--- src/rtl/core/pscb_pkg.sv ---
`timescale 1ns / 1ps
// ----------------------------------------------------------------------------
// pscb_pkg
// Shared constants, codes and control types of the packed sprite column blit.
// ----------------------------------------------------------------------------
package pscb_pkg;

    localparam int DEF_SCREEN_WIDTH  = 120;
    localparam int DEF_SCREEN_HEIGHT = 60;

    localparam int ADDR_IN_W = 11;
    localparam int CMP_W     = 12;

    localparam logic OP_DRAW = 1'b0;
    localparam logic OP_READ = 1'b1;

    localparam logic [1:0] STATUS_DRAWN   = 2'd0;
    localparam logic [1:0] STATUS_CLIPPED = 2'd1;
    localparam logic [1:0] STATUS_READ    = 2'd2;

    localparam logic [7:0] KEEP_LEFT  [4] = '{8'h00, 8'hc0, 8'hf0, 8'hfc};
    localparam logic [7:0] KEEP_RIGHT [4] = '{8'h00, 8'h3f, 8'h0f, 8'h03};

    typedef struct packed {
        logic clear_wr;
        logic capture;
        logic rd_sel_b;
        logic wr_a;
        logic wr_b;
        logic load_out;
    } pscb_cmd_t;

    typedef struct packed {
        logic clear_last;
    } pscb_sts_t;

endpackage

--- src/rtl/core/pscb_ctrl.sv ---
`timescale 1ns / 1ps
// ----------------------------------------------------------------------------
// pscb_ctrl
// Sequencer: clearing pass, request intake, read-modify-write steps, output.
// ----------------------------------------------------------------------------
module pscb_ctrl (
    input  logic                clk,
    input  logic                rst_n,
    input  logic                req_valid,
    output logic                req_ready,
    output logic                rsp_valid,
    input  logic                rsp_ready,
    input  pscb_pkg::pscb_sts_t sts,
    output pscb_pkg::pscb_cmd_t cmd
);
    import pscb_pkg::*;

    typedef enum logic [5:0] {
        S_CLEAR = 6'b000001,
        S_IDLE  = 6'b000010,
        S_RD_A  = 6'b000100,
        S_RD_B  = 6'b001000,
        S_WR_B  = 6'b010000,
        S_HOLD  = 6'b100000
    } state_t;

    state_t state_reg;
    state_t state_next;
    logic   out_valid_reg;
    logic   out_valid_next;
    logic   out_free;

    assign out_free  = !out_valid_reg || rsp_ready;
    assign req_ready = (state_reg == S_IDLE);
    assign rsp_valid = out_valid_reg;

    always_comb
    begin
        state_next = state_reg;
        cmd        = '0;
        case (state_reg)
            S_CLEAR:
            begin
                cmd.clear_wr = 1'b1;
                if (sts.clear_last)
                begin
                    state_next = S_IDLE;
                end
            end
            S_IDLE:
            begin
                if (req_valid)
                begin
                    cmd.capture = 1'b1;
                    state_next  = S_RD_A;
                end
            end
            S_RD_A:
            begin
                state_next = S_RD_B;
            end
            S_RD_B:
            begin
                cmd.rd_sel_b = 1'b1;
                cmd.wr_a     = 1'b1;
                state_next   = S_WR_B;
            end
            S_WR_B:
            begin
                cmd.wr_b = 1'b1;
                if (out_free)
                begin
                    cmd.load_out = 1'b1;
                    state_next   = S_IDLE;
                end
                else
                begin
                    state_next = S_HOLD;
                end
            end
            S_HOLD:
            begin
                if (out_free)
                begin
                    cmd.load_out = 1'b1;
                    state_next   = S_IDLE;
                end
            end
            default:
            begin
                state_next = S_IDLE;
            end
        endcase
    end

    always_comb
    begin
        if (cmd.load_out)
        begin
            out_valid_next = 1'b1;
        end
        else if (rsp_ready)
        begin
            out_valid_next = 1'b0;
        end
        else
        begin
            out_valid_next = out_valid_reg;
        end
    end

    always_ff @(posedge clk or negedge rst_n)
    begin
        if (!rst_n)
        begin
            state_reg     <= S_CLEAR;
            out_valid_reg <= 1'b0;
        end
        else
        begin
            state_reg     <= state_next;
            out_valid_reg <= out_valid_next;
        end
    end
endmodule

--- config.mk ---
export PLATFORM = sky130hd
export DESIGN_NAME = pscb_ctrl
export DESIGN_NICKNAME = d
export VERILOG_FILES = /design/src/rtl/core/pscb_pkg.sv /design/src/rtl/core/pscb_ctrl.sv
export SDC_FILE = /design/constraint.sdc
export NUM_CORES = 1
export LEC_CHECK = 0
export BUFFER_PORTS_ARGS = -buffer_cell sky130_fd_sc_hd__buf_4
export CAP_MARGIN = 10
export CELL_PAD_IN_SITES_DETAIL_PLACEMENT = 2
export CELL_PAD_IN_SITES_GLOBAL_PLACEMENT = 2
export CORE_MARGIN = 2
export CORE_UTILIZATION = 26
export DETAILED_ROUTE_END_ITERATION = 12
export HOLD_SLACK_MARGIN = 0.03
export PLACE_DENSITY_LB_ADDON = 0.1
export REMOVE_ABC_BUFFERS = 1
export SETUP_SLACK_MARGIN = 0.4
export SLEW_MARGIN = 20
export SYNTH_ARGS = -nofsm -noshare
export SYNTH_HDL_FRONTEND = slang
export SYNTH_SLANG_ARGS = --single-unit
--- constraint.sdc ---
create_clock -name clk -period 1.49 [get_ports clk]
set_input_delay 0.0745 -clock clk [delete_from_list [all_inputs] [get_ports clk]]
set_output_delay 0.0745 -clock clk [all_outputs]
set_load 0.02 [all_outputs]
**Yosys cells after proc, flatten, opt, wreduce, memory -nomap -nowiden**

Cells that the tools add are included.
Widths: inputs -> output; s select.

- Register bits: 7
- Output and inout bits: 8

- Equality and inequality tests: 9
- Mux-type cells: 14
- Reduce and logical (&&, ||, !) cells: 5

Operator list:

| kind | number |
|---|---|
| $pmux 6 s6 | 1 |
| $mux 6 | 4 |
| $mux 1 | 8 |
| $eq 6x1->1 const B | 1 |
| $eq 6x2->1 const B | 1 |
| $eq 6x3->1 const B | 1 |
| $eq 6x4->1 const B | 1 |
| $eq 6x5->1 const B | 1 |
| $eq 6x6->1 const B | 1 |
| $ne 2x2->1 const B | 3 |
| $reduce_and 3->1 | 1 |
| $mux 2 | 1 |
| $reduce_bool 2->1 | 1 |
| $reduce_or 2->1 | 1 |
| $logic_not 1->1 | 1 |
| $logic_or 1x1->1 | 1 |

**Logic depth before layout (Yosys ltp)**

Gate-level depths: netlist of the first run.

- Depth in word-level cells: 5
- Depth in mapped cells: 5
- Depth with buffers taken out: 4

**Worst setup path before layout of the first run**

OpenSTA, ideal clock, no wires.

- Path type: flip-flop to output port
- From: register state_reg[3]
- To: output port cmd[4] (netlist name)
- Arrival: 1.634 ns
- Required time: 1.416 ns
- Slack: -0.219 ns
- Cell stages (with the launch flop): 5
- Path buffers: 1
- Cell sequence: dfrtp_1 buf_6 or4b_4 nor3_2 and2_1

RTL lines:

| item | RTL line | source |
|---|---|---|
| from (decl) | pscb_ctrl.sv:27 | `state_t state_reg;` |
| from (signal assigned) | pscb_ctrl.sv:121 | `state_reg <= state_next;` |
| to (decl) | pscb_ctrl.sv:14 | `output pscb_pkg::pscb_cmd_t cmd` |

==> key figures, run 1 <==
Die
  • Die Width: 44.9 um
  • Initial core utilization: 28.2%
  • Ports: 13
  • Core area: 1540 sq um
  • Die area: 2010 sq um
  • Die Y: 44.9 um
  • Num rows: 14

Critical path
  • Crit path max fanout: 3
  • CP arrival: 1.63 ns
  • Setup crit start: state_reg[4]
  • CP Launch Type: flop
  • FF-to-FF End: state_reg[1]
  • Kind of critical path: reg2out
  • Worst Setup End Kind: output port
  • Worst reg2reg path depth: 5
  • FF-to-FF Start: state_reg[4]
  • Worst endpoint required time: 1.42 ns
  • Worst Setup EP: cmd[4]
  • Reg2reg setup slack: -0.13 ns

Drt
  • Routed WL per cell: 17.2 um
  • DR DRC count: 0
  • Antenna Nets Post-Route: 0
  • Via count: 428
  • DRT Pass-1 Iters: 2
  • Via-to-Cell Ratio: 4.92
  • Number of DRC markers in iteration 0: 1
  • Final WL: 1500 um

Finish
  • P&R area growth vs syn: 78.4%
  • Antenna Cells: 0
  • Max FFs per register: 6
  • Share of cells above drive strength 1: 71.8%
  • Fin nets: 77

Pwr
  • Pwr dens: 1710 nW/um^2
  • Net Sw Power: 0.000491 W
  • Power Total: 0.00133 W
  • Clock share of power: 12.7%
  • Sequential Power Share: 20.8%
  • VDD IR max: 0.000838 V
  • Lkg Pwr: 0.367 nW
  • Logic pwr share: 66.5%
  • Int Power: 0.000835 W
  • Sw Share: 37.0%

Synth
  • Avg Cell Area, Syn: 10.9 sq um
  • Top cells by area, synth: dfrtp_1, dfstp_2, nor4_2, nor3b_1, xor2_1
  • Yosys top cell by area: dfrtp_1
  • Post-synth EDFFs: 0
  • Post-Synthesis Cells: 40
  • Synthesis-stage register bit count: 7
  • Synthesis Warnings: 0
  • Top_reg_cell synth: dfrtp_1
  • Synth Cell Area: 434 sq um
  • Post-synth cell types: 24
  • Top-area cell type share of the netlist area: 34.6%
  • Ys async rst share: 100%
  • Seq/Total Area, Yosys: 40.6%

CTS
  • Clk slew on worst S/H paths: 0.05 ns
  • Htree depth: 1
  • CTS max path bufs: 2
  • Total CTS buffers: 3
  • CTS Root Cell: clkbuf_4
  • CTS Sinks: 7
  • TritonCTS clock tree: yes
  • Clock latency on the worst-skew pair: 0.25 ns

Outcome
  • Status: complete, but fails checks
  • Failing checks: negative setup slack

Global route
  • Total grt overflow: 0
  • Pin count of the biggest net entering global routing: 8
  • GRT Total Usage: 16.1%
  • Vias in the first global route: 439
  • Initial antenna violation count: 0
  • First-pass GRT wire length: 2220 um

Timing
  • Max-slew headroom: 78.6%
  • Hold slack: 0.101 ns
  • Max Clk Rate: 585 MHz
  • Final max-slew violation count: 0
  • Least-Margin Pin Slew: 0.320 ns
  • Min setup slack post-route: -0.219 ns
  • Final min period: 1.71 ns
  • Hold Fails Final Rpt: 0
  • Clock Skew: 0.00716 ns
  • RSZ-0062 raised after global routing: true
  • Final clock period utilization by the worst path: 115%
  • Setup violations, final: 9
  • Final setup TNS: -1.34 ns

Job
  • Max capacitance violation total: 0

Placement
  • GPL Wtd Cong: 0.790
  • Hpwl dp: 971 um
  • Number of I/O port buffers: 12

Worst hold path
  • Min-Delay Path Class: in2reg
[per-stage QoR]
step	cell area (sq um)	cells	utilization (%)	worst slack, ns
2_1_floorplan	403	36	-	-0.220
5_1_grt	774	87	50.2	-0.287
6_report	774	87	50.2	-0.219
4_1_cts	732	85	47.5	-0.208
3_5_place_dp	588	74	38.1	-0.0213
3_3_place_gp	588	74	38.1	0.0171
[per-layer routing]
layer	GRT usage (%)	vias to the layer above	wire length [um]
met5	0	-	0
met4	6.47	0	19
met3	6.00	4	48
met2	26.1	9	793
met1	19.3	210	638
li1	-	205	-
[cell type report]
| class | instances | area, sq um |
|---|---|---|
| Clock buffer | 4 | 26.3 |
| Timing Repair Buffer | 31 | 275 |
| Sequential cell | 7 | 178 |
| Fill cell | 168 | 767 |
| Tap cell | 16 | 20.0 |
| Multi-Input combinational cell | 29 | 275 |
[kinds of logic (layout without fill, tap and decap cells)]
logic type             after synthesis  in the layout  synth area share (%)
AND/OR/NAND/NOR                     22             22                  36.3
XOR/XNOR                             2              2                  4.04
buffers and inverters                4             35                  7.20
flip-flops                           7              7                  40.6
multiplexers                         1              1                  2.31
AO/OA/AOI/OAI                        4              4                  9.51
[synth_stat cells (2+ instances only)]
cell     number
and2_1        2
dfrtp_1       6
nor2_1        4
nand2_1       3
nor3b_1       3
nor4_2        2
xor2_1        2
buf_4         2
[worst min path at each step]
stage	slack, ns	startpoint	depth (start not counted)	to
floorplan	-0.22	rst_n	0	rsp_valid
global placement	-0.11	rst_n	1	state_reg[4]
detailed placement	-0.11	rst_n	1	state_reg[4]
CTS	0.07	req_valid	2	state_reg[2]
global route	0.1	req_valid	2	state_reg[2]
finish	0.10	req_valid	2	state_reg[2]
[power groups by stage]
stage | logic, W | registers (W) | clock network, W
final | 0.000882 | 0.000276 | 0.000168
after global routing | 0.000940 | 0.000281 | 0.000187
after CTS | 0.000768 | 0.000272 | 0.000173
after detailed placement | 0.000565 | 0.000271 | 0
after global placement | 0.000552 | 0.000264 | 0
after floorplan | 0.000291 | 0.000291 | 0
[worst max-delay path, cell delays in order, from the launching register on]
cell	delay [ns]
dfrtp_1	0.42
or4b_4	0.53
nor3_4	0.16
and2_4	0.17
buf_6	0.11
[what timing repair did]
item                                    CTS  global route
hold buffers                              2             0
endpoints found under the setup margin   13            14
setup buffers                             5             2
endpoints found under the hold margin     8             0
resized for setup                        13             9
pin swaps                                 4             3
[layout by cell type (no fill, tap or decap), drive strengths merged]
cell type    instances
nor3                 2
dfrtp                6
mux2i                1
and2                 2
or4b                 2
nor4                 2
or2b                 2
xor2                 2
buf                 29
nand2                3
and3                 1
a21oi                1
o32ai                1
dfstp                1
clkbuf               4
o21ai                1
a221oi               1
nor3b                3
dlygate4sd3          2
nor2                 4
and3b                1
(Power assumes the default switching activity.)
==> inputs of run 2 (changes only) <==
--- a/config.mk
+++ b/config.mk
@@ -9,14 +9,16 @@
 export CAP_MARGIN = 10
 export CELL_PAD_IN_SITES_DETAIL_PLACEMENT = 2
 export CELL_PAD_IN_SITES_GLOBAL_PLACEMENT = 2
-export CORE_MARGIN = 2
+export CORE_MARGIN = 5
 export CORE_UTILIZATION = 26
 export DETAILED_ROUTE_END_ITERATION = 12
 export HOLD_SLACK_MARGIN = 0.03
 export PLACE_DENSITY_LB_ADDON = 0.1
 export REMOVE_ABC_BUFFERS = 1
 export SETUP_SLACK_MARGIN = 0.4
+export SKIP_CTS_REPAIR_TIMING = 1
 export SLEW_MARGIN = 20
 export SYNTH_ARGS = -nofsm -noshare
 export SYNTH_HDL_FRONTEND = slang
 export SYNTH_SLANG_ARGS = --single-unit
+export TNS_END_PERCENT = 10
==> run 2 against run 1 <==
The flow still finishes with violations (negative setup slack). Flip-flop and latch count stayed put. Setup slack lost 0.013 ns. Count of clock-buffer cells in the layout unchanged. Critical endpoint unchanged.
==> key figures, run 2 (synthesized netlist as in run 1, its figures left out) <==
Global route
  • Pin count of the biggest net entering global routing: 8 (unchanged)
  • First-pass GRT wire length: 2090 um (-5.9%)
  • GRT Total Usage: 10.7% (-5.4 points)
  • Initial antenna violation count: 0 (unchanged)
  • Vias in the first global route: 435 (-0.91%)
  • Total grt overflow: 0 (unchanged)

Drt
  • Routed WL per cell: 17.2 um (-0.43%)
  • Number of DRC markers in iteration 0: 1 (unchanged)
  • Via-to-Cell Ratio: 4.92 (about the same)
  • Final WL: 1340 um (-11%)
  • DR DRC count: 0 (unchanged)
  • DRT Pass-1 Iters: 2 (unchanged)
  • Via count: 384 (-10%)
  • Antenna Nets Post-Route: 0 (unchanged)

Die
  • Ports: 13 (unchanged)
  • Die Width: 50.9 um (+13%)
  • Num rows: 14 (unchanged)
  • Core area: 1540 sq um (unchanged)
  • Die area: 2590 sq um (+29%)
  • Initial core utilization: 28.2% (unchanged)
  • Die Y: 50.9 um (+13%)

CTS
  • Clk slew on worst S/H paths: 0.05 ns (about the same)
  • Clock latency on the worst-skew pair: 0.25 ns (about the same)
  • TritonCTS clock tree: yes
  • CTS Root Cell: clkbuf_4
  • Total CTS buffers: 3 (unchanged)
  • CTS Sinks: 7 (unchanged)
  • Htree depth: 1 (unchanged)
  • CTS max path bufs: 2 (unchanged)

Finish
  • Most frequent cells in the layout: buf_4, dfrtp_1, nor2_1, nand2_1, clkbuf_4
  • Antenna Cells: 0 (unchanged)
  • Max FFs per register: 6 (unchanged)
  • Final core utilization: 42.7% (-7.5 points)
  • P&R area growth vs syn: 51.6%
  • Commonest non-fill, non-tap cell in the layout: buf_4
  • Share of cells above drive strength 1: 61.3% (-11 points)
  • Fin nets: 68 (-12%)

Timing
  • Clock Skew: 0.00470 ns (-0.00247 ns)
  • Final setup TNS: -0.882 ns (+0.456 ns)
  • Max-slew headroom: 70.7% (-7.9 points)
  • Least-Margin Pin Slew: 0.435 ns (+0.116 ns)
  • Final min period: 1.72 ns (+0.0130 ns)
  • Min setup slack post-route: -0.232 ns (-0.0130 ns)
  • Setup violations, final: 9 (unchanged)
  • Hold Fails Final Rpt: 0 (unchanged)
  • Final clock period utilization by the worst path: 116% (+0.87 points)
  • Final max-slew violation count: 0 (unchanged)
  • RSZ-0062 raised after global routing: true
  • Hold slack: 0.0815 ns (-0.0194 ns)
  • Max Clk Rate: 581 MHz (-0.75%)

Critical path
  • CP Launch Type: flop
  • CP top delay family: simple AND/OR/NAND/NOR gates
  • Worst Setup End Kind: output port
  • CP arrival: 1.65 ns (+0.02 ns)
  • Worst endpoint required time: 1.42 ns (about the same)
  • Crit-path cells: or4b_4, nor3_4, and2_4, buf_6
  • Buf/Inv on CP: 1 (unchanged)
  • Kind of critical path: reg2out
  • CP peak stage delay: 0.53 ns (about the same)
  • FF-to-FF Start: state_reg[0]
  • Setup crit start: state_reg[4]
  • Crit path depth: 4 (unchanged)
  • Slowest-stage cell, CP: or4b_4
  • Worst reg2reg path depth: 3 (-2)
  • Crit path max fanout: 3 (unchanged)

Worst hold path
  • Min-Delay Path Class: in2reg
  • Worst hold path cell count: 2 (unchanged)
  • Hold path startpoint: req_valid

Placement
  • Pre-CTS setup slack: -0.0243 ns (-0.00300 ns)
  • GPL Wtd Cong: 0.713 (-9.8%)
  • Number of I/O port buffers: 12 (unchanged)
  • Hpwl dp: 1030 um (+6.3%)

Outcome
  • Failing checks: negative setup slack
  • Status: complete, but fails checks

Job
  • Max capacitance violation total: 0 (unchanged)

Pwr
  • Power Total: 0.00104 W (-21%)
  • Lkg Pwr: 0.309 nW (-16%)
  • VDD IR max: 0.000706 V (-16%)
  • Pwr dens: 1590 nW/um^2 (-7.3%)
-- run 2: metrics by stage --
stage	cell area [sq um]	instances
2_1_floorplan	403	36
3_3_place_gp	573	72
3_5_place_dp	573	72
4_1_cts	599	76
5_1_grt	658	78
6_report	658	78
-- run 2: worst reg2reg max path, stage by stage, from the launching register on --
cell and delay (ns):
dfstp_2 0.53, or4b_4 0.49, nor4_2 0.34, a221oi_2 0.06
-- run 2: layout make-up --
type | count | area [sq um]
Tap cell | 16 | 20.0
Clock buffer | 4 | 26.3
Sequential cell | 7 | 176
Fill cell | 171 | 883
Multi-Input combinational cell | 29 | 258
Timing Repair Buffer | 22 | 178
-- run 2: power by group --
group	leakage [nW]	switching, W	internal [W]
combinational	0.204	0.000306	0.000305
sequential	0.0899	0.0000372	0.000228
clock	0.0150	0.0000655	0.000102
-- run 2: per-layer routing --
metal | share of wire, % | routed length, um | GRT usage, %
met1 | 40 | 542 | 12.3
met2 | 57 | 760 | 19.0
met3 | 2.7 | 36 | 3.49
met4 | 0 | 0 | 2.55
met5 | 0 | 0 | 0
-- run 2: path summary, 6_finish.rpt --
kind                           endpoint  slack, ns
setup / recovery                 cmd[4]      -0.23
hold / removal             state_reg[2]       0.08
setup reg to reg           state_reg[1]      -0.06
hold reg to reg            state_reg[0]       0.60
max in group asynchronous  state_reg[0]       1.10
min in group asynchronous  state_reg[4]       0.18
==> inputs of run 3 (changes only) <==
--- a/config.mk
+++ b/config.mk
@@ -10,7 +10,8 @@
 export CELL_PAD_IN_SITES_DETAIL_PLACEMENT = 2
 export CELL_PAD_IN_SITES_GLOBAL_PLACEMENT = 2
 export CORE_MARGIN = 5
-export CORE_UTILIZATION = 26
+export CORE_UTILIZATION = 28
+export CTS_BUF_LIST = sky130_fd_sc_hd__clkbuf_2
 export DETAILED_ROUTE_END_ITERATION = 12
 export HOLD_SLACK_MARGIN = 0.03
 export PLACE_DENSITY_LB_ADDON = 0.1
==> run 3 against run 2 <==
The run still ends with negative setup slack left. Flip-flop and latch count is the same. Sequential share of layout area shrank 1.2 points. Hold slack gained 0.015 ns. Clock power shrank 20%. Via count shrank 0.26%. Power grew 3.6%. Sequential power grew 3%. Critical path type unchanged. Critical endpoint unchanged. Largest cell class unchanged. Largest power group unchanged.
==> key figures, run 3 (synthesized netlist as in run 1, its figures left out) <==
Timing
  • Final max-slew violation count: 0 (unchanged)
  • Setup violations, final: 6 (-3)
  • Max Clk Rate: 590 MHz (+1.6%)
  • RSZ-0062 raised after global routing: true
  • Clock Skew: 0.000438 ns (-0.00426 ns)
  • Max-slew headroom: 75.9% (+5.1 points)
  • Least-Margin Pin Slew: 0.361 ns (-0.0744 ns)
  • Final min period: 1.69 ns (-0.0276 ns)
  • Final clock period utilization by the worst path: 114% (-1.9 points)
  • Hold Fails Final Rpt: 0 (unchanged)
  • Min setup slack post-route: -0.204 ns (+0.0276 ns)

Placement
  • DP Area: 573 sq um (unchanged)
  • Placed cells: 72 (unchanged)
  • Hpwl dp: 981 um (-5.0%)
  • Number of I/O port buffers: 12 (unchanged)
  • GPL Wtd Cong: 0.778 (+9.2%)

CTS
  • CTS Root Cell: clkbuf_2
  • Total CTS buffers: 3 (unchanged)
  • CTS Sinks: 7 (unchanged)
  • TritonCTS clock tree: yes
  • Clock latency on the worst-skew pair: 0.23 ns (-0.02 ns)
  • Htree depth: 1 (unchanged)
  • CTS max path bufs: 2 (unchanged)
  • Clk slew on worst S/H paths: 0.08 ns (+0.03 ns)

Critical path
  • Crit-path cells: or4b_4, nor3_4, and2_4, buf_6
  • Worst endpoint required time: 1.42 ns (about the same)
  • Kind of critical path: reg2out
  • Worst Setup End Kind: output port
  • Buf/Inv on CP: 1 (unchanged)
  • CP Launch Type: flop
  • CP arrival: 1.62 ns (-0.03 ns)
  • Slowest-stage cell, CP: or4b_4
  • Crit path max fanout: 3 (unchanged)
  • CP peak stage delay: 0.57 ns (+0.04 ns)
  • CP top delay family: simple AND/OR/NAND/NOR gates

Finish
  • P&R area growth vs syn: 59.7%
  • Max FFs per register: 6 (unchanged)
  • Final core utilization: 46.6% (+3.9 points)
  • Fin nets: 71 (+4.4%)
  • Non-Filler Instances: 81 (+3.8%)
  • Commonest non-fill, non-tap cell in the layout: buf_4
  • Antenna Cells: 0 (unchanged)
  • Post-route cell area: 693 sq um (+5.3%)
  • Most frequent cells in the layout: buf_4, dfrtp_1, clkbuf_2, buf_6
  • Share of cells above drive strength 1: 67.7% (+6.4 points)

Global route
  • Initial antenna violation count: 0 (unchanged)
  • First-pass GRT wire length: 2150 um (+3.0%)
  • Total grt overflow: 0 (unchanged)
  • Vias in the first global route: 422 (-3.0%)
  • Pin count of the biggest net entering global routing: 8 (unchanged)
  • GRT Total Usage: 11.8% (+1.1 points)

Die
  • Num rows: 14 (unchanged)
  • Ports: 13 (unchanged)
  • Die Width: 49.4 um (-2.9%)
  • Core area: 1490 sq um (-3.4%)
  • Die area: 2440 sq um (-5.8%)
  • Die Y: 49.4 um (-2.9%)
  • Initial core utilization: 29.2% (+0.99 points)

Drt
  • Via-to-Cell Ratio: 4.73 (-4.0%)
  • DRT Pass-1 Iters: 2 (unchanged)
  • Final WL: 1310 um (-2.0%)
  • Routed WL per cell: 16.2 um (-5.6%)
  • Via count: 383 (-0.26%)
  • Antenna Nets Post-Route: 0 (unchanged)
  • DR DRC count: 0 (unchanged)
  • Number of DRC markers in iteration 0: 1 (unchanged)

Job
  • Max capacitance violation total: 0 (unchanged)

Pwr
  • VDD IR max: 0.000542 V (-23%)
  • Power Total: 0.00108 W (+3.6%)
  • Lkg Pwr: 0.335 nW (+8.5%)
  • Pwr dens: 1560 nW/um^2 (-1.6%)

Outcome
  • Failing checks: negative setup slack
  • Status: complete, but fails checks

Worst hold path
  • Min-Delay Path Class: in2reg
## run 3: cell count changes in the layout (fill, tap and decap cells not counted), sizes merged
| cell | change |
|---|---|
| buf | +3 |
| clkbuf | -1 |
| clkinv | +1 |
## run 3: path summary, 6_finish.rpt
kind / start / to / slack (ns) / cells past startpoint
setup / recovery: state_reg[2] / cmd[4] / -0.20 / 4
hold / removal: req_valid / state_reg[2] / 0.1 / 2
setup reg to reg: state_reg[3] / state_reg[1] / -0.04 / 5
hold reg to reg: state_reg[5] / state_reg[0] / 0.61 / 2
max in group asynchronous: rst_n / state_reg[0] / 1.10 / 2
min in group asynchronous: rst_n / rsp_valid / 0.18 / 2
## run 3: cell type report
| type | count | area (sq um) |
|---|---|---|
| Fill cell | 161 | 796 |
| Timing Repair Buffer | 25 | 204 |
| Tap cell | 16 | 20.0 |
| Sequential cell | 7 | 178 |
| Clock inverter | 1 | 5.00 |
| Multi-Input combinational cell | 29 | 272 |
| Clock buffer | 3 | 15.0 |
## run 3: per-stage QoR
step           setup slack, ns  TNS, ns  hold WS (ns)
3_3_place_gp            0.0141        0        -0.107
2_1_floorplan           -0.220   -0.862        -0.221
6_report                -0.204   -0.638        0.0963
5_1_grt                 -0.267    -1.25        0.0926
3_5_place_dp           -0.0112  -0.0112        -0.107
4_1_cts                 -0.247    -1.34        -0.382
## run 3: layer usage
layer / routed length [um] / share of wire [%] / vias to the layer above / global-route usage, %
li1: - / - / 193 / -
met1: 565 / 43 / 185 / 13.4
met2: 701 / 53 / 5 / 19.1
met3: 46 / 3.5 / 0 / 4.59
met4: 0 / 0 / 0 / 5.24
met5: 0 / 0 / - / 0
## run 3: worst register-to-register path, stage by stage (launching register included)
cell and delay (ns):
dfrtp_1 0.40, buf_4 0.14, buf_4 0.15, or2b_1 0.25
o32ai_1 0.34, a221oi_2 0.12
## run 3: where the power goes
group          internal (W)  switching (W)  total (W)
combinational      0.000352       0.000325   0.000676
sequential         0.000230      0.0000422   0.000273
clock             0.0000608      0.0000725   0.000133
total              0.000643       0.000439    0.00108
